File: src/design/ppe_pkg.sv
// ppe_pkg: shared types and constants of the perimeter energy delta unit.
// No dependencies; used by the top level and its checker.
`timescale 1ns / 1ps

package ppe_pkg;

    // configuration register indexes
    localparam logic CFG_GAIN   = 1'b0;
    localparam logic CFG_TARGET = 1'b1;

    localparam logic [15:0] GAIN_RESET   = 16'd128;  // 0.5 in units of 1/256
    localparam logic [15:0] TARGET_RESET = 16'd256;  // 16.0 in units of 1/16

    localparam int ENERGY_BITS = 48;
    localparam int CFG_BITS    = 16;

    typedef enum logic [1:0] {
        STATUS_OK    = 2'd0,
        STATUS_EMPTY = 2'd1,
        STATUS_SAME  = 2'd2
    } status_t;

    // perimeter change 4 - 2n for n matching neighbours
    function automatic logic signed [3:0] perim_change(input logic [2:0] n);
        logic signed [3:0] c;
        unique case (n)
            3'd0:    c = 4'sd4;
            3'd1:    c = 4'sd2;
            3'd2:    c = 4'sd0;
            3'd3:    c = -4'sd2;
            3'd4:    c = -4'sd4;
            default: c = 4'sd0;
        endcase
        return c;
    endfunction

endpackage

File: src/design/potts_perimeter_energy_delta_unit.sv
// Perimeter-constraint energy change for a 2D cellular Potts lattice update.
// Depends on ppe_pkg (status codes, register indexes, perimeter change table).
`timescale 1ns / 1ps

// Usage
//   s_* : one transaction per proposed site copy. tdata carries the cell ids
//         and perimeters, tuser the occupied flags and neighbour valid mask.
//   m_* : one transaction per proposal, tdata = energy change (signed, units
//         of 2^-16, saturated to 48 bits), tuser = status code.
//   cfg_*: register writes (lambda, target perimeter); always ready. Write
//         only while no proposal is in flight.
// Timing
//   Five register stages: match/count and deviation, deviation change,
//   multiply by lambda, sum of both cells, saturation into the output
//   register. Throughput is one proposal per cycle while the output is not
//   stalled; the single lambda multiplier per cell is the deepest stage and
//   sets the clock.
// Reset
//   rst_n clears all stage valid bits and loads lambda = 0.5, P0 = 16.0.
// Stall
//   While m_tvalid is high and m_tready low the whole pipeline holds and
//   s_tready drops; nothing is lost or repeated. s_tready follows m_tready
//   combinationally when the output register is full.
module potts_perimeter_energy_delta_unit #(
    parameter int CELL_ID_BITS   = 16,
    parameter int PERIMETER_BITS = 12
) (
    input  logic clk,
    input  logic rst_n,

    // slave side
    input  logic s_tvalid,
    output logic s_tready,
    // tdata, lowest bit up: source_cell, target_cell, neighbour_a, neighbour_b,
    // neighbour_c, neighbour_d, source_perimeter, target_perimeter_now, zero fill
    input  logic [((6*CELL_ID_BITS + 2*PERIMETER_BITS + 7) / 8) * 8 - 1:0] s_tdata,
    // tuser, lowest bit up: source_occupied, target_occupied, neighbour_valid[3:0]
    input  logic [5:0] s_tuser,

    // master side
    output logic m_tvalid,
    input  logic m_tready,
    // tdata: energy_delta (signed)
    output logic [ppe_pkg::ENERGY_BITS-1:0] m_tdata,
    // tuser: status
    output logic [1:0] m_tuser,

    // configuration
    input  logic cfg_valid,
    output logic cfg_ready,
    input  logic cfg_index,
    input  logic [ppe_pkg::CFG_BITS-1:0] cfg_data
);

    localparam int CB = CELL_ID_BITS;
    localparam int PB = PERIMETER_BITS;
    // deviation 16p - P0, signed
    localparam int DW = ((PB + 4 > 16) ? PB + 4 : 16) + 1;
    // deviation change 2cd + 16c^2 with |c| <= 4
    localparam int UW = DW + 4;
    // times lambda (17 bit signed)
    localparam int PW = UW + 17;
    // times 16
    localparam int TW = PW + 4;
    localparam int EW = ppe_pkg::ENERGY_BITS;
    localparam int SW = (TW + 1 > EW + 1) ? TW + 1 : EW + 1;

    // ---------------- configuration ----------------
    logic [15:0] gain_reg;
    logic [15:0] p0_reg;

    assign cfg_ready = 1'b1;

    always_ff @(posedge clk or negedge rst_n)
    begin
        if (!rst_n)
        begin
            gain_reg <= ppe_pkg::GAIN_RESET;
            p0_reg   <= ppe_pkg::TARGET_RESET;
        end
        else if (cfg_valid)
        begin
            if (cfg_index == ppe_pkg::CFG_GAIN)
                gain_reg <= cfg_data;
            else
                p0_reg <= cfg_data;
        end
    end

    // ---------------- pipeline control ----------------
    // global advance: a stage moves when the output register can move
    logic adv;
    logic v1_reg, v2_reg, v3_reg, v4_reg, v5_reg;

    assign adv      = !v5_reg || m_tready;
    assign s_tready = adv;
    assign m_tvalid = v5_reg;

    always_ff @(posedge clk or negedge rst_n)
    begin
        if (!rst_n)
        begin
            v1_reg <= 1'b0;
            v2_reg <= 1'b0;
            v3_reg <= 1'b0;
            v4_reg <= 1'b0;
            v5_reg <= 1'b0;
        end
        else if (adv)
        begin
            v1_reg <= s_tvalid;
            v2_reg <= v1_reg;
            v3_reg <= v2_reg;
            v4_reg <= v3_reg;
            v5_reg <= v4_reg;
        end
    end

    // ---------------- stage 1: match count, status, deviation ----------------
    logic          src_occ, tgt_occ;
    logic [3:0]    nb_valid;
    logic [CB-1:0] src_id, tgt_id;
    logic [CB-1:0] nb_id [4];
    logic [PB-1:0] src_p, tgt_p;

    assign src_occ  = s_tuser[0];
    assign tgt_occ  = s_tuser[1];
    assign nb_valid = s_tuser[5:2];
    assign src_id   = s_tdata[CB-1:0];
    assign tgt_id   = s_tdata[2*CB-1:CB];
    assign nb_id[0] = s_tdata[3*CB-1:2*CB];
    assign nb_id[1] = s_tdata[4*CB-1:3*CB];
    assign nb_id[2] = s_tdata[5*CB-1:4*CB];
    assign nb_id[3] = s_tdata[6*CB-1:5*CB];
    assign src_p    = s_tdata[6*CB+PB-1:6*CB];
    assign tgt_p    = s_tdata[6*CB+2*PB-1:6*CB+PB];

    logic [2:0]                n_src, n_tgt;
    ppe_pkg::status_t          st1_next;
    logic signed [3:0]         cs1_next, ct1_next;
    logic signed [DW-1:0]      ds1_next, dt1_next;

    always_comb
    begin
        n_src = 3'd0;
        n_tgt = 3'd0;
        for (int k = 0; k < 4; k++)
        begin
            if (nb_valid[k] && nb_id[k] == src_id)
                n_src = n_src + 3'd1;
            if (nb_valid[k] && nb_id[k] == tgt_id)
                n_tgt = n_tgt + 3'd1;
        end

        priority if (!src_occ && !tgt_occ)
            st1_next = ppe_pkg::STATUS_EMPTY;
        else if (src_occ && tgt_occ && src_id == tgt_id)
            st1_next = ppe_pkg::STATUS_SAME;
        else
            st1_next = ppe_pkg::STATUS_OK;

        // source gains the change, target loses it
        cs1_next = ppe_pkg::perim_change(n_src);
        ct1_next = -ppe_pkg::perim_change(n_tgt);

        ds1_next = $signed({{(DW-PB-4){1'b0}}, src_p, 4'b0000})
                 - $signed({{(DW-16){1'b0}}, p0_reg});
        dt1_next = $signed({{(DW-PB-4){1'b0}}, tgt_p, 4'b0000})
                 - $signed({{(DW-16){1'b0}}, p0_reg});
    end

    ppe_pkg::status_t     st1_reg, st2_reg, st3_reg, st4_reg;
    logic                 so1_reg, so2_reg, so3_reg;
    logic                 to1_reg, to2_reg, to3_reg;
    logic signed [3:0]    cs1_reg, ct1_reg;
    logic signed [DW-1:0] ds1_reg, dt1_reg;

    // ---------------- stage 2: (d+16c)^2 - d^2 = 16 * (2cd + 16c^2) ----------------
    logic signed [UW-1:0] us2_next, ut2_next;
    logic signed [UW-1:0] dsx, dtx, csx, ctx;

    always_comb
    begin
        dsx = UW'(ds1_reg);
        dtx = UW'(dt1_reg);
        csx = UW'(cs1_reg);
        ctx = UW'(ct1_reg);
        us2_next = UW'((dsx * csx) * 2 + csx * csx * 16);
        ut2_next = UW'((dtx * ctx) * 2 + ctx * ctx * 16);
    end

    logic signed [UW-1:0] us2_reg, ut2_reg;

    // ---------------- stage 3: multiply by lambda ----------------
    logic signed [PW-1:0] gx;
    logic signed [PW-1:0] ps3_next, pt3_next;

    assign gx       = PW'($signed({1'b0, gain_reg}));
    assign ps3_next = PW'(us2_reg) * gx;
    assign pt3_next = PW'(ut2_reg) * gx;

    logic signed [PW-1:0] ps3_reg, pt3_reg;

    // ---------------- stage 4: sum of present cells ----------------
    logic signed [SW-1:0] ts, tt, sum4_next;

    always_comb
    begin
        ts = so3_reg ? SW'($signed({ps3_reg, 4'b0000})) : '0;
        tt = to3_reg ? SW'($signed({pt3_reg, 4'b0000})) : '0;
        if (st3_reg == ppe_pkg::STATUS_OK)
            sum4_next = ts + tt;
        else
            sum4_next = '0;
    end

    logic signed [SW-1:0] sum4_reg;

    // ---------------- stage 5: saturate into the output register ----------------
    logic [EW-1:0] e5_next;
    logic          fits;

    always_comb
    begin
        // fits when all bits from the sign of a 48-bit value upward agree
        fits = (sum4_reg[SW-1:EW-1] == '0) || (sum4_reg[SW-1:EW-1] == '1);
        if (fits)
            e5_next = sum4_reg[EW-1:0];
        else if (sum4_reg[SW-1])
            e5_next = {1'b1, {(EW-1){1'b0}}};
        else
            e5_next = {1'b0, {(EW-1){1'b1}}};
    end

    logic [EW-1:0] e5_reg;
    logic [1:0]    st5_reg;

    // payload registers, no reset
    always_ff @(posedge clk)
    begin
        if (adv)
        begin
            st1_reg  <= st1_next;
            so1_reg  <= src_occ;
            to1_reg  <= tgt_occ;
            cs1_reg  <= cs1_next;
            ct1_reg  <= ct1_next;
            ds1_reg  <= ds1_next;
            dt1_reg  <= dt1_next;

            st2_reg  <= st1_reg;
            so2_reg  <= so1_reg;
            to2_reg  <= to1_reg;
            us2_reg  <= us2_next;
            ut2_reg  <= ut2_next;

            st3_reg  <= st2_reg;
            so3_reg  <= so2_reg;
            to3_reg  <= to2_reg;
            ps3_reg  <= ps3_next;
            pt3_reg  <= pt3_next;

            st4_reg  <= st3_reg;
            sum4_reg <= sum4_next;

            st5_reg  <= st4_reg;
            e5_reg   <= e5_next;
        end
    end

    assign m_tdata = e5_reg;
    assign m_tuser = st5_reg;

endmodule

File: config.mk
export PLATFORM = sky130hd
export DESIGN_NAME = potts_perimeter_energy_delta_unit
export DESIGN_NICKNAME = d
export VERILOG_FILES = /design/src/design/ppe_pkg.sv /design/src/design/potts_perimeter_energy_delta_unit.sv
export SDC_FILE = /design/constraint.sdc
export NUM_CORES = 2
export LEC_CHECK = 0
export BUFFER_PORTS_ARGS = -buffer_cell sky130_fd_sc_hd__buf_2
export CORE_AREA = 5 5 277 279
export DETAILED_ROUTE_END_ITERATION = 7
export DIE_AREA = 0 0 282 284
export PLACE_DENSITY = 0.76
export SYNTH_ARGS = -nofsm -noshare
export SYNTH_HDL_FRONTEND = slang
export SYNTH_SLANG_ARGS = --single-unit
File: constraint.sdc
create_clock -name clk -period 28.1 [get_ports clk]
set_clock_uncertainty 0.1 [all_clocks]
set_input_delay 8.43 -clock clk [delete_from_list [all_inputs] [get_ports clk]]
set_output_delay 8.43 -clock clk [all_outputs]
set_load 0.02 [all_outputs]
* Word-level counts from Yosys, hierarchy flattened
Cells that the tools add are included.
** Storage, ports and cells
- Register bits :: 310
- Bits in latches :: 0
- Memory bits (writable) :: 0
- Bits in read-only memories :: 0
- Bits of input ports :: 148
- Word-level logic and storage cells :: 100
- Memories :: 0
** Cells by class
- $add $sub $neg :: 12
- Multipliers :: 6
- Div/mod/pow operators :: 0
- Order comparisons :: 0
- Equal/unequal tests :: 16
- Shifts and indexed selects :: 0
- Mux-type cells :: 15
- Bitwise gates (word level) :: 1
- Reduce and logical (&&, ||, !) cells :: 22
** Operators by type and width (count)
- 16-bit equality test :: 9
- 49-bit two-way mux :: 2
- 48-bit two-way mux :: 2
- 21-bit by 17-bit multiplier with 38-bit output :: 2
- 49-bit adder :: 1
- 21-bit by 12-bit adder with 21-bit output :: 2
- 17-bit by 4-bit multiplier with 20-bit output :: 2
- 16-bit by 16-bit subtractor with 17-bit output :: 2
- 4-bit case mux with 4 select lines :: 2
- 3-bit by 1-bit adder with 3-bit output (second input constant) :: 6
- 3-bit two-way mux :: 6
- 4-bit by 4-bit multiplier with 8-bit output :: 2
- 1-bit logical AND :: 11
- 3-bit by 1-bit equality test with 1-bit output (second input constant) :: 2
- 3-bit by 2-bit equality test with 1-bit output (second input constant) :: 2
- 3-bit equality test (second input constant) :: 2
- 3-bit zero test :: 2
- 2-bit zero test :: 2
- 4-bit negation :: 1
- 2-bit AND reduction :: 2
- 1-bit zero test :: 3
- 2-bit equality test (second input constant) :: 1
- 1-bit logical OR :: 2
- 1-bit two-way mux :: 2
- other kinds (2) :: 2

* Longest topological paths before layout
- Depth in word-level cells :: 12
- Mapped depth :: 24

* Worst setup path after synthesis
No wires, ideal clock.
- Kind :: input to output
- Start point :: input port m_tready
- End point :: output port s_tready
- Arrival time :: 13482 ps
- Path slack :: 6088 ps
- Cell stages on the path :: 2
- Path through :: nor2b_1 inv_1
** Between the ends
- Word-level cells in the longest chain between the ends :: 1
** RTL lines
- from (decl) :: line potts_perimeter_energy_delta_unit.sv:42 : input logic m_tready,
- 1-bit logical OR :: line potts_perimeter_energy_delta_unit.sv:95 : assign adv = !v5_reg || m_tready;
- to (decl) :: line potts_perimeter_energy_delta_unit.sv:33 : output logic s_tready,
Every way passes these cells.

* Worst setup path after layout
Same ends and word-level chain as after synthesis.

==> results.cfg <==
[die]
die-area_mm2 = 0.0801
rows = 100
pin_count = 201
dieWidth_um = 282
die_h_um = 284
start_util_pct = 58.2
core_mm2 = 0.0739

[timing]
whs_ns = 0.311
worst_slew_pin_slew_ns = 1.06
hold_viol = 0
period_share_pct = 64.7
rsz0062_at_grt = false
slew_headroom_pct = 29.4
timing.fmax_mhz = 55.0
fin_crit_ns = 18.19
final-setup-viol-count = 0
final.setup.tns_ns = 0
slew_violations = 0

[synth]
synth_area_mm2 = 0.0430
yosysWarnings = 0
avgSynthCellArea_um2 = 9.57
syn_nets = 5694
synth_edf_count = 248
synth.yosys.seq_area_share_pct = 19.5
ys_ff_latch = 285
yosys_most_used_dff = edfxtp_1
syn_inst = 4497
ys_types = 80
synthArstFlopShare_pct = 13.0

[cts]
cts_sinks = 285
post_cts_resized = 0
clkLatencyLatePin_ns = 0.59
cts_max_level = 1
post_cts_buffers = 0
cts-root-buf = clkbuf_16
clk_pin_slew_ns = 0.07
cts_tree = built
clk_path_buf_depth = 3
cts_buffers = 31
cts_hold_buf = 0

[setup_path]
ff2ff_setup_slack_ns = 20.75
start_kind = input pin
crit_arrival_ns = 9.66
worst_setup_path_end_kind = output port
worst_r2r_endpoint = pt3_reg[36]
reg2reg_from = gain_reg[12]
reg2regPathDepth = 21
critPathRequiredTime_ns = 19.57
crit_fanout = 67
worstSetupPathType = input pin to output port

[grt]
grt_pass1_wl_mm = 166
grt_max_degree = 189
grt_pass1_vias = 32300
antenna_found_initial = 9
gr-usage-all-layers_pct = 25.9
grt_overflow = 0

[run]
drv_cap = 0

[routing]
drtAntennaViolNets = 0
drt-initial-drc-count = 1875
remaining_drc_errors = 0
via_per_inst = 5.49
first_pass_iters = 5
routed_wl_mm = 101
vias = 30500
wl_per_cell_um = 18.2

[cells_and_area]
layout-drive-gt1-share_pct = 7.13
n_fill_cell = 6072
seqCellArea_mm2 = 0.00838
layout_common_cells = inv_1 (899), fa_1 (652), nand2_1 (510), ha_1 (397), and2_1 (337)
final_common_cell = inv_1
final_cells = 5561
final_core_util_pct = 61.8
multi_input_area_mm2 = 0.0306
syn2layout_area_growth_pct = 6.11
nets = 5762

[place]
place_hpwl_mm = 79.7
gp_congestion = 0.916
port_buffers = 199
place_inst = 5501

[worst_hold_path]
whs_path_depth = 0
hold_class = flip-flop to flip-flop
hold_end = so3_reg
min_from = so2_reg

[outcome]
status = completed
-- cell families after synthesis --
| logic type | Yosys count | share of synthesized area [%] |
|---|---|---|
| other | 1 | 0.00871 |
| XOR/XNOR | 333 | 6.78 |
| flip-flops | 285 | 19.5 |
| AO/OA/AOI/OAI | 470 | 7.29 |
| multiplexers | 34 | 0.884 |
| buffers and inverters | 1080 | 9.50 |
| adder cells (fa/ha/maj) | 1049 | 41.9 |
| AND/OR/NAND/NOR | 1245 | 14.2 |
-- worst max-delay path: stages --
cell,delay [ns]
buf_2,0.10
nor2b_1,0.47
inv_8,0.33
buf_2,0.27
-- stage by stage --
stage	setup WS (ns)	area, um^2
2_1_floorplan	6.09	43000
3_3_place_gp	9.95	44700
3_5_place_dp	9.93	44700
4_1_cts	9.93	45700
5_1_grt	9.86	45700
6_report	9.91	45700
-- final cells by class --
cell class,instances,area share (%)
Multi-Input combinational cell,3132,67.0
Sequential cell,285,18.3
Inverter,900,7.41
Tap cell,969,2.65
Timing Repair Buffer,215,2.47
Clock buffer,42,1.93
Clock inverter,14,0.205
Antenna cell,4,0.0219
-- metal layers --
metal | up-vias | track usage, % | wire length [um]
met5 | - | 0 | 27
met4 | 8 | 8.03 | 3810
met3 | 202 | 4.34 | 7500
met2 | 1095 | 44.8 | 49300
met1 | 15000 | 33.5 | 40600
li1 | 14200 | - | -
-- cell usage after synthesis (24+ instances only) --
cell type	n	share of area, %
xnor2_1	265	5.4
inv_1	900	7.8
nand4_1	38	0.55
o21ai_0	74	0.86
a21o_1	96	1.7
nand3_1	42	0.49
nand2b_1	46	0.67
edfxtp_1	248	17
fa_1	652	30
a21oi_1	132	1.5
mux2_2	32	0.84
clkbuf_1	167	1.5
and2_1	337	4.9
o21a_1	24	0.42
nor3_1	45	0.52
nor2_1	132	1.2
ha_1	397	12
xor2_1	68	1.4
dfrtp_1	35	2.0
nand2_1	510	4.4
-- worst max-delay path by stage --
| stage | start | to | slack (ns) | depth (start not counted) |
|---|---|---|---|---|
| after CTS | m_tready | s_tready | 9.93 | 4 |
| after global routing | m_tready | s_tready | 9.86 | 4 |
| after detailed placement | m_tready | s_tready | 9.93 | 4 |
| after global placement | m_tready | s_tready | 9.95 | 4 |
| after floorplan | m_tready | s_tready | 6.09 | 2 |
| final | m_tready | s_tready | 9.91 | 4 |
Power is left out: the tool's default activity adds up to more than one toggle a clock period on the data nets, which glitch-free logic cannot reach.
